===== src/dkx_pkg.sv =====
// Shared types and constants for the dual-key XOR feedback cipher.
package dkx_pkg;

  localparam int FUNC_W    = 2;
  localparam int BYTE_W    = 8;
  localparam int SLOT_W    = 6;
  localparam int CFG_W     = 7;
  localparam int CFG_IDX_W = 2;

  localparam logic [FUNC_W-1:0] FUNC_CIPHER = 2'd0;
  localparam logic [FUNC_W-1:0] FUNC_LOAD_A = 2'd1;
  localparam logic [FUNC_W-1:0] FUNC_LOAD_B = 2'd2;

  localparam logic [CFG_IDX_W-1:0] REG_KEY_A_LEN = 2'd0;
  localparam logic [CFG_IDX_W-1:0] REG_KEY_B_LEN = 2'd1;

  localparam logic [CFG_W-1:0] LEN_RESET = 7'd1;

  // Depth of the queue between the front and back parts.
  localparam int QDEPTH = 4;

  typedef struct packed {
    logic [BYTE_W-1:0] data;
    logic [BYTE_W-1:0] ka;
    logic [BYTE_W-1:0] kb;
    logic              last;
  } entry_t;

endpackage


===== src/dkx_ram.sv =====
// Generic single-write, single-read RAM with registered read data.
module dkx_ram #(
  parameter int WIDTH = 8,
  parameter int DEPTH = 64,
  localparam int AW = $clog2(DEPTH)
) (
  input  logic             clk,
  input  logic             we,
  input  logic [AW-1:0]    waddr,
  input  logic [WIDTH-1:0] wdata,
  input  logic             re,
  input  logic [AW-1:0]    raddr,
  output logic [WIDTH-1:0] rdata
);

  logic [WIDTH-1:0] mem [DEPTH];

  always_ff @(posedge clk) begin
    if (we) begin
      mem[waddr] <= wdata;
    end
    if (re) begin
      rdata <= mem[raddr];
    end
  end

endmodule


===== src/dkx_front.sv =====
// Front part: accepts items, loads keys, steps key positions, reads key bytes.
module dkx_front import dkx_pkg::*; #(
  parameter int KEY_DEPTH = 64
) (
  input  logic                 clk,
  input  logic                 rst,
  input  logic                 in_valid,
  output logic                 in_stall,
  input  logic [FUNC_W-1:0]    func,
  input  logic [BYTE_W-1:0]    data_byte,
  input  logic [SLOT_W-1:0]    key_slot,
  input  logic                 last_of_record,
  input  logic                 cfg_write,
  input  logic [CFG_IDX_W-1:0] cfg_index,
  input  logic [CFG_W-1:0]     cfg_data,
  output logic                 push,
  output entry_t               push_entry,
  input  logic                 q_full
);

  localparam int PW = $clog2(KEY_DEPTH);
  localparam int CW = ((PW > CFG_W) ? PW : CFG_W) + 1;
  localparam int SW = (PW > SLOT_W) ? PW : SLOT_W;

  function automatic logic [CFG_W-1:0] eff_len(input logic [CFG_W-1:0] len);
    logic [CFG_W-1:0] r;
    if (len == '0) begin
      r = LEN_RESET;
    end else if (CW'(len) > CW'(KEY_DEPTH)) begin
      r = CFG_W'(KEY_DEPTH);
    end else begin
      r = len;
    end
    return r;
  endfunction

  logic [CFG_W-1:0]  len_a;
  logic [CFG_W-1:0]  len_b;
  logic [PW-1:0]     pos_a;
  logic [PW-1:0]     pos_b;
  logic              s1_valid;
  logic [BYTE_W-1:0] s1_data;
  logic              s1_last;
  logic [BYTE_W-1:0] ka;
  logic [BYTE_W-1:0] kb;

  logic              accept;
  logic              is_cipher;
  logic              slot_ok;
  logic [SW-1:0]     slot_ext;
  logic [PW-1:0]     pa;
  logic [PW-1:0]     pb;
  logic [CW-1:0]     pa_inc;
  logic [CW-1:0]     pb_inc;
  logic [PW-1:0]     pos_a_next;
  logic [PW-1:0]     pos_b_next;

  assign in_stall  = s1_valid && q_full;
  assign accept    = in_valid && !in_stall;
  assign is_cipher = (func == FUNC_CIPHER);
  assign slot_ext  = SW'(key_slot);
  assign slot_ok   = (CW'(slot_ext) < CW'(KEY_DEPTH));

  // Use a position at or beyond a lowered length as zero.
  assign pa     = (CW'(pos_a) < CW'(len_a)) ? pos_a : '0;
  assign pb     = (CW'(pos_b) < CW'(len_b)) ? pos_b : '0;
  assign pa_inc = CW'(pa) + CW'(1);
  assign pb_inc = CW'(pb) + CW'(1);

  always_comb begin
    pos_a_next = (pa_inc >= CW'(len_a)) ? '0 : pa_inc[PW-1:0];
    pos_b_next = (pb_inc >= CW'(len_b)) ? '0 : pb_inc[PW-1:0];
    if (last_of_record) begin
      pos_a_next = '0;
      pos_b_next = '0;
    end
  end

  dkx_ram #(.WIDTH(BYTE_W), .DEPTH(KEY_DEPTH)) u_key_a (
    .clk   (clk),
    .we    (accept && (func == FUNC_LOAD_A) && slot_ok),
    .waddr (slot_ext[PW-1:0]),
    .wdata (data_byte),
    .re    (accept && is_cipher),
    .raddr (pa),
    .rdata (ka)
  );

  dkx_ram #(.WIDTH(BYTE_W), .DEPTH(KEY_DEPTH)) u_key_b (
    .clk   (clk),
    .we    (accept && (func == FUNC_LOAD_B) && slot_ok),
    .waddr (slot_ext[PW-1:0]),
    .wdata (data_byte),
    .re    (accept && is_cipher),
    .raddr (pb),
    .rdata (kb)
  );

  always_ff @(posedge clk) begin
    if (rst) begin
      len_a    <= LEN_RESET;
      len_b    <= LEN_RESET;
      pos_a    <= '0;
      pos_b    <= '0;
      s1_valid <= 1'b0;
    end else begin
      if (cfg_write && cfg_index == REG_KEY_A_LEN) begin
        len_a <= eff_len(cfg_data);
      end
      if (cfg_write && cfg_index == REG_KEY_B_LEN) begin
        len_b <= eff_len(cfg_data);
      end
      if (accept && is_cipher) begin
        pos_a    <= pos_a_next;
        pos_b    <= pos_b_next;
        s1_valid <= 1'b1;
      end else if (push) begin
        s1_valid <= 1'b0;
      end
    end
  end

  always_ff @(posedge clk) begin
    if (accept && is_cipher) begin
      s1_data <= data_byte;
      s1_last <= last_of_record;
    end
  end

  assign push            = s1_valid && !q_full;
  assign push_entry.data = s1_data;
  assign push_entry.ka   = ka;
  assign push_entry.kb   = kb;
  assign push_entry.last = s1_last;

  a_stall_has_item: assert property (@(posedge clk) disable iff (rst)
    in_stall |-> s1_valid)
    else $error("input stalled with no item held in the front stage");

  a_held_item_stable: assert property (@(posedge clk) disable iff (rst)
    (s1_valid && q_full) |=> (s1_valid && $stable(push_entry)))
    else $error("front stage item changed while the queue was full");

endmodule


===== src/dkx_queue.sv =====
// Short queue between the front and back parts.
module dkx_queue import dkx_pkg::*; (
  input  logic   clk,
  input  logic   rst,
  input  logic   push,
  input  entry_t push_entry,
  output logic   full,
  input  logic   pop,
  output logic   q_valid,
  output entry_t pop_entry
);

  localparam int PTR_W = $clog2(QDEPTH);
  localparam int CNT_W = $clog2(QDEPTH + 1);

  entry_t            slots [QDEPTH];
  logic [PTR_W-1:0]  wr_ptr;
  logic [PTR_W-1:0]  rd_ptr;
  logic [CNT_W-1:0]  count;

  assign full      = (count == CNT_W'(QDEPTH));
  assign q_valid   = (count != '0);
  assign pop_entry = slots[rd_ptr];

  always_ff @(posedge clk) begin
    if (rst) begin
      wr_ptr <= '0;
      rd_ptr <= '0;
      count  <= '0;
    end else begin
      if (push) begin
        wr_ptr <= (wr_ptr == PTR_W'(QDEPTH - 1)) ? '0 : wr_ptr + PTR_W'(1);
      end
      if (pop) begin
        rd_ptr <= (rd_ptr == PTR_W'(QDEPTH - 1)) ? '0 : rd_ptr + PTR_W'(1);
      end
      if (push && !pop) begin
        count <= count + CNT_W'(1);
      end else if (pop && !push) begin
        count <= count - CNT_W'(1);
      end
    end
  end

  always_ff @(posedge clk) begin
    if (push) begin
      slots[wr_ptr] <= push_entry;
    end
  end

  a_no_overflow: assert property (@(posedge clk) disable iff (rst)
    !(push && full))
    else $error("push into a full queue");

  a_no_underflow: assert property (@(posedge clk) disable iff (rst)
    !(pop && !q_valid))
    else $error("pop from an empty queue");

endmodule


===== src/dkx_back.sv =====
// Back part: applies keys and feedback, holds the result register.
module dkx_back import dkx_pkg::*; (
  input  logic              clk,
  input  logic              rst,
  input  logic              q_valid,
  input  entry_t            q_entry,
  output logic              pop,
  output logic              out_valid,
  input  logic              out_stall,
  output logic [BYTE_W-1:0] result_byte,
  output logic              last_out
);

  logic [BYTE_W-1:0]   fb;
  logic [2*BYTE_W-1:0] prod;
  logic [BYTE_W-1:0]   fb_next;

  assign pop  = q_valid && (!out_valid || !out_stall);
  assign prod = q_entry.ka * q_entry.kb;

  // Drop the feedback at the end of a record.
  assign fb_next = q_entry.last ? '0 : fb + prod[BYTE_W-1:0];

  always_ff @(posedge clk) begin
    if (rst) begin
      fb        <= '0;
      out_valid <= 1'b0;
    end else begin
      if (pop) begin
        fb        <= fb_next;
        out_valid <= 1'b1;
      end else if (!out_stall) begin
        out_valid <= 1'b0;
      end
    end
  end

  always_ff @(posedge clk) begin
    if (pop) begin
      result_byte <= q_entry.data ^ q_entry.ka ^ q_entry.kb ^ fb;
      last_out    <= q_entry.last;
    end
  end

  a_record_end_clears: assert property (@(posedge clk) disable iff (rst)
    (pop && q_entry.last) |=> (fb == '0))
    else $error("feedback not cleared after the last item of a record");

endmodule


===== src/dual_key_xor_feedback_cipher_unit.sv =====
// Top level of the dual-key XOR feedback cipher.
// A cipher item passes the front stage, the queue and the result register. The key RAM read
// and 8x8 multiply-add take one stage each; one item per cycle unless out_stall or q_full.
// Load items and unused codes produce no result and never stall the back part.
// Reset clears key positions, feedback, the queue and sets both key lengths to one.
// Key RAM contents are not cleared by reset; every entry must be loaded before it is used.
module dual_key_xor_feedback_cipher_unit import dkx_pkg::*; #(
  parameter int KEY_DEPTH = 64
) (
  input  logic                 clk,
  input  logic                 rst,
  input  logic                 in_valid,
  output logic                 in_stall,
  input  logic [FUNC_W-1:0]    func,
  input  logic [BYTE_W-1:0]    data_byte,
  input  logic [SLOT_W-1:0]    key_slot,
  input  logic                 last_of_record,
  output logic                 out_valid,
  input  logic                 out_stall,
  output logic [BYTE_W-1:0]    result_byte,
  output logic                 last_out,
  input  logic                 cfg_write,
  input  logic [CFG_IDX_W-1:0] cfg_index,
  input  logic [CFG_W-1:0]     cfg_data
);

  logic   push;
  entry_t push_entry;
  logic   q_full;
  logic   pop;
  logic   q_valid;
  entry_t q_entry;

  dkx_front #(.KEY_DEPTH(KEY_DEPTH)) u_front (
    .clk            (clk),
    .rst            (rst),
    .in_valid       (in_valid),
    .in_stall       (in_stall),
    .func           (func),
    .data_byte      (data_byte),
    .key_slot       (key_slot),
    .last_of_record (last_of_record),
    .cfg_write      (cfg_write),
    .cfg_index      (cfg_index),
    .cfg_data       (cfg_data),
    .push           (push),
    .push_entry     (push_entry),
    .q_full         (q_full)
  );

  dkx_queue u_queue (
    .clk        (clk),
    .rst        (rst),
    .push       (push),
    .push_entry (push_entry),
    .full       (q_full),
    .pop        (pop),
    .q_valid    (q_valid),
    .pop_entry  (q_entry)
  );

  dkx_back u_back (
    .clk         (clk),
    .rst         (rst),
    .q_valid     (q_valid),
    .q_entry     (q_entry),
    .pop         (pop),
    .out_valid   (out_valid),
    .out_stall   (out_stall),
    .result_byte (result_byte),
    .last_out    (last_out)
  );

endmodule

===== config.mk =====
export PLATFORM = sky130hd
export DESIGN_NAME = dual_key_xor_feedback_cipher_unit
export DESIGN_NICKNAME = d
export VERILOG_FILES = /design/src/dkx_pkg.sv /design/src/dkx_ram.sv /design/src/dkx_front.sv /design/src/dkx_queue.sv /design/src/dkx_back.sv /design/src/dual_key_xor_feedback_cipher_unit.sv
export SDC_FILE = /design/constraint.sdc
export NUM_CORES = 2
export LEC_CHECK = 0
export ABC_AREA = 1
export ABC_CLOCK_PERIOD_IN_PS = 12600
export BUFFER_PORTS_ARGS = -buffer_cell sky130_fd_sc_hd__buf_4
export CAP_MARGIN = 20
export CORE_MARGIN = 10
export CORE_UTILIZATION = 45
export DETAILED_ROUTE_END_ITERATION = 10
export PLACE_DENSITY = 0.63
export SLEW_MARGIN = 40
export SYNTH_ARGS = -nofsm -noshare
export SYNTH_HDL_FRONTEND = slang
export SYNTH_HIERARCHICAL = 1
export SYNTH_SLANG_ARGS = --single-unit
export TNS_END_PERCENT = 100

===== constraint.sdc =====
create_clock -name clk -period 12.6 [get_ports clk]
set_input_delay 1.89 -clock clk [delete_from_list [all_inputs] [get_ports clk]]
set_output_delay 1.89 -clock clk [all_outputs]
set_load 0.01 [all_outputs]

Word level (Yosys, flattened, before mapping). Memories as Yosys holds them, arrays and structs flattened. A register that Yosys moved wholly into a read port is not among the register bits. Index checks and enable logic that the tools add are counted.

Bitwise logic cells: 3. Add/sub/neg operators: 7. Order comparisons: 5. Reduce and logical (&&, ||, !) cells: 24. Multipliers: 1. Eq/ne operators: 7. Muxes and demuxes: 25.

Operator list (count): 6-bit two-way mux (6); 8-bit bitwise XOR (3); 8-bit by 7-bit greater-or-equal comparator with 1-bit output (2); 6-bit by 1-bit adder with 7-bit output, second input constant (2); 6-bit by 7-bit less-than comparator with 1-bit output (2); 7-bit two-way mux (2); 1-bit logical AND (11); 1-bit two-way mux (10); 8-bit adder (1); 8-bit by 8-bit multiplier with 8-bit output (1); 2-bit two-way mux (4); 8-bit two-way mux (1); 7-bit greater-than comparator, second input constant (1); 7-bit zero test (1); 2-bit == test, second input constant (3); 1-bit zero test (6); 3-bit two-way mux (2); 2-bit by 1-bit adder with 2-bit output, second input constant (2); 2-bit by 1-bit == test with 1-bit output, second input constant (2); 2-bit zero test (2); 2-bit nonzero test (2); 3-bit by 1-bit adder with 3-bit output, second input constant (1); 3-bit == test, second input constant (1); 3-bit nonzero test (1); other kinds (3) (3).

Output and inout port bits: 11. Memories: 3. RAM bits: 1124. Logic and storage cells: 89. Input bits: 31. Register bits after elaboration: 61.

Memory list: u_front.u_key_a.mem (depth 64, width 8, rd ports 1, clocked after memory_dff 1, write ports 1, line dkx_ram.sv:16) `logic [WIDTH-1:0] mem [DEPTH];`; u_front.u_key_b.mem (depth 64, width 8, rd ports 1, clocked after memory_dff 1, write ports 1, line dkx_ram.sv:16); u_queue.slots (depth 4, width 25, rd ports 1, clocked after memory_dff 1, write ports 1, line dkx_queue.sv:16) `entry_t slots [QDEPTH];`.

Longest topological paths before layout.
Depth in word-level cells: 7. Mapped depth: 27. Depth with buffers taken out: 24.

By module. The synthesis kept the hierarchy.

By module, submodules not included: dkx_ram (times used 2, sequential area each 15615.0 um2, cells each 1805, area each 21419.3 um2); dkx_queue (times used 1, sequential area each 3183.1 um2, cells each 302, area each 4169.0 um2); dkx_front (times used 1, sequential area each 810.8 um2, cells each 308, area each 2289.7 um2); dkx_back (times used 1, sequential area each 450.4 um2, cells each 269, area each 2065.7 um2).

Least setup slack after synthesis. Ideal clock, no wire load.

Path kind: register -> register. Start point: register with a tool-made name. End point: register u_back.fb[7]. Path buffers: 2. Library setup time: 0.129 ns. Data arrival time: 4.353 ns. Cell stages (with the launch flop): 25. Period minus slack after synthesis: 4.482 ns. Path slack: 8.118 ns. Cells stage by stage: dfxtp_1 buf_6 inv_4 buf_2 o21ai_0 o22ai_1 nand2_1 fa_1 fa_1 inv_1 fa_1 inv_1 fa_1 inv_1 ha_1 a21oi_1 nand2_1 nand2_1 nand2_1 nand2_1 inv_1 nor2_1 nand3_1 nand3_2 a21oi_2.

RTL lines: end signal, assigned (line dkx_back.sv:30) `fb <= fb_next;`; end, declared (line dkx_back.sv:14) `logic [BYTE_W-1:0] fb;`.

==> impl_metrics.ini <==
[grt]
grt_max_degree = 180
grt_pass1_vias = 31692
grt-ovfl-total = 0
antenna_found_initial = 5
grt_pass1_wl_microns = 192000
grt_use_total_pct = 19.3

[setup_path]
r2r-end = u_back/fb[7]
crit_path_frequent_cell = nand2_1
crit_type = reg2reg
end_kind = register
cp_slowest_cell = o22ai_1
critical_path_buf_inv_count = 7
critPathTopFamily = adder cells
crit_fanout = 51
cp.depth = 24
arrival_ps = 6040
start_kind = register
path_cells = buf_4, inv_4, o21ai_0, o22ai_1, nand2_1, fa_1, fa_1, inv_1, fa_1, inv_1, fa_1, inv_1, ha_1, a21oi_1, nand2_1, nand2_1, nand2_1, nand2_1, inv_1, nor2_1, inv_1, nand2_1, nand3_2, a21oi_2
worstPathRequired_ps = 13230
slowest_delay_ps = 580
critPathCapture = u_back/fb[7]
reg2regPathDepth = 24
ff2ff_setup_slack_ps = 7190

[cells_and_area]
seq_area_sq_um = 35700
final_common_cell = nand2_1
layout_common_cells = 1455 x nand2_1, 1158 x edfxtp_1, 905 x nand3_1
drive_above_1_share_pct = 7.02
final_area_sq_um = 56300
multi_input_area_sq_um = 13400
area_growth_pct = 9.66
fill_cells = 10029
final_nets = 4557

[floorplanning]
fp.dieArea_sq_um = 128000
die_h_microns = 358
core-area_sq_um = 113000
rows = 123
fp.dieW_microns = 358
start_util_pct = 45.5
ios = 42

[clock_network]
clkTransAtPathRegs_ps = 60
cts_sinks = 1203
cts_setup_buffers = 0
clock_latency_ps = 720
cts_buffer_depth = 3
cts_hold_buffers = 0
numCtsBuffers = 121
post_cts_resized = 0
cts_tree = done
cts.htree.levels = 3
cts-root-buf = clkbuf_16

[timing]
slew_headroom_pct = 36.0
skew_ps = 29.0
tightest_slew_ps = 960
fin_ws_ps = 7190
finalCritPeriodShare_pct = 42.9
setup_viol = 0
hold_ws_ps = 493
report.final.slew_viol_count = 0
final.setup.tns_ps = 0
fmax_ghz = 0.185
rsz0062_at_grt = false
layout_min_cycle_time_ps = 5410
hold_viol = 0

[drt]
route.detailed.drc = 0
vias = 32937
wl_microns = 125000
wl_per_cell_microns = 20.7
via_per_inst = 5.44
dr.pass1.iters = 7
drt_iter0_drc = 3257
postRouteAntennaNets = 0

[placed_design]
routabilityCongestion = 0.877
placed_area_sq_um = 52300
dpl.hpwl_microns = 72800
dp_slack_ps = 7100
port_buffers = 41

[synth]
yosysWarnings = 6
ys_ff_latch = 1203
synth.area.mux_share_pct = 0
synth-edff-count = 1158
synth_flop_cell = edfxtp_1
synth-simple-area-share_pct = 21.8
synth-xor-area-share_pct = 0.577
ys_types = 41
synth_area_sq_um = 51400
synth_seq_area_share_pct = 69.5
synth_area_per_cell_sq_um = 11.4
synth_adder_area_share_pct = 1.93
mappedNetlistNets = 4588
synth_top_family_by_area = simple AND/OR/NAND/NOR gates
synthArstFlopShare_pct = 0
synth_compound_area_share_pct = 1.54
synth_cells = 4489

[power_and_ir_drop]
power_leakage_nw = 20.3
cellPowerDensity_nw_per_um2 = 171
ir_drop_v = 0.000217

[run]
drv_cap = 0

[status]
status = complete, no violations

[min_path]
min_path_type = reg2reg
## registers in the layout, summed over array words and instances (netlist names), 3 cells and up, named ones only
name and count:
u_back/fb 8, u_back/result_byte 8, u_front/len_a 7, u_front/len_b 7
u_front/pos_a 6, u_front/pos_b 6, u_front/s1_data 8, u_front/u_key_a/mem 512
u_front/u_key_a/rdata 8, u_front/u_key_b/mem 512, u_front/u_key_b/rdata 8, u_queue/count 3
u_queue/slots 100
## tightest hold or removal path, cell delays in order (launching register included)
cell     delay, ps
dfxtp_1        330
nand2_1         70
a21oi_1         50
## power breakdown
part | internal [W] | switching [W] | leakage, nW
clock | 0.00206 | 0.00148 | 1.90
sequential | 0.00445 | 0.0000263 | 10.8
combinational | 0.000592 | 0.00105 | 7.58
## kinds of logic after synthesis
kind of cell | after synthesis
buffers and inverters | 409
and+or+nand+nor | 2628
xor gates and xnor gates | 33
AOI/OAI and AO/OA | 148
adders and majority gates | 68
DFF | 1203
## cells in the mapped netlist (2+ instances only)
master | count | share of area, %
nand2_2 | 7 | 0.085
a21oi_2 | 2 | 0.034
nor3_4 | 2 | 0.063
nand4_1 | 24 | 0.29
nor2_1 | 201 | 1.5
o21ai_1 | 14 | 0.14
buf_4 | 40 | 0.58
inv_6 | 2 | 0.034
nand3b_1 | 2 | 0.029
xor2_1 | 14 | 0.24
buf_8 | 4 | 0.12
nor4_1 | 16 | 0.19
a21oi_1 | 47 | 0.46
buf_1 | 21 | 0.15
buf_2 | 80 | 0.78
inv_1 | 145 | 1.1
o21ai_0 | 56 | 0.55
nand2_1 | 1455 | 11
buf_6 | 74 | 1.6
nor3_1 | 9 | 0.088
o22ai_1 | 25 | 0.30
nand3_2 | 2 | 0.039
dfxtp_1 | 45 | 1.8
edfxtp_1 | 1158 | 68
ha_1 | 49 | 1.2
clkbuf_1 | 35 | 0.26
fa_1 | 19 | 0.74
xnor2_1 | 18 | 0.31
nor2_4 | 2 | 0.044
inv_2 | 6 | 0.044
nand3_1 | 905 | 8.8
## through the flow
step / power (W) / instances / utilization [%]
after floorplan: 0.00583 / 4489 / -
after global placement: 0.00620 / 5828 / 46.2
after detailed placement: 0.00620 / 5834 / 46.3
after CTS: 0.00973 / 6055 / 49.8
after global routing: 0.0102 / 6056 / 49.9
final: 0.00966 / 6057 / 49.9
## final cells by class
| cell class | instances | share of cell area, % |
|---|---|---|
| antenna | 1 | 0.00444 |
| clock buffer | 146 | 5.69 |
| clock inverter | 75 | 1.26 |
| inverter | 155 | 1.09 |
| multi-input combinational | 2877 | 23.7 |
| sequential | 1203 | 63.3 |
| tap | 1500 | 3.33 |
| timing repair buffer | 100 | 1.57 |
## metal layers
metal	wire, microns	up-vias	part of all wire (%)	global-route usage (%)
met5	49	-	0.039	0
met4	3330	8	2.7	6.08
met3	9080	212	7.3	2.95
met2	57800	1194	46	30.4
met1	55000	15967	44	27.5
li1	-	15556	-	-
## how the worst min path moves through the flow
stage	startpoint	endpoint	slack [ps]	depth (start not counted)
after floorplan	u_front/pos_b[0]	u_front/pos_b[0]	460	2
after global placement	u_front/pos_b[0]	u_front/pos_b[0]	470	2
after detailed placement	u_front/pos_a[0]	u_front/pos_a[0]	480	2
after CTS	u_front/pos_a[0]	u_front/pos_a[0]	490	2
after global routing	u_front/pos_a[0]	u_front/pos_a[0]	520	2
final	u_front/pos_a[4]	u_front/pos_a[4]	490	2
Note: power is estimated with default switching activity, not from simulation.
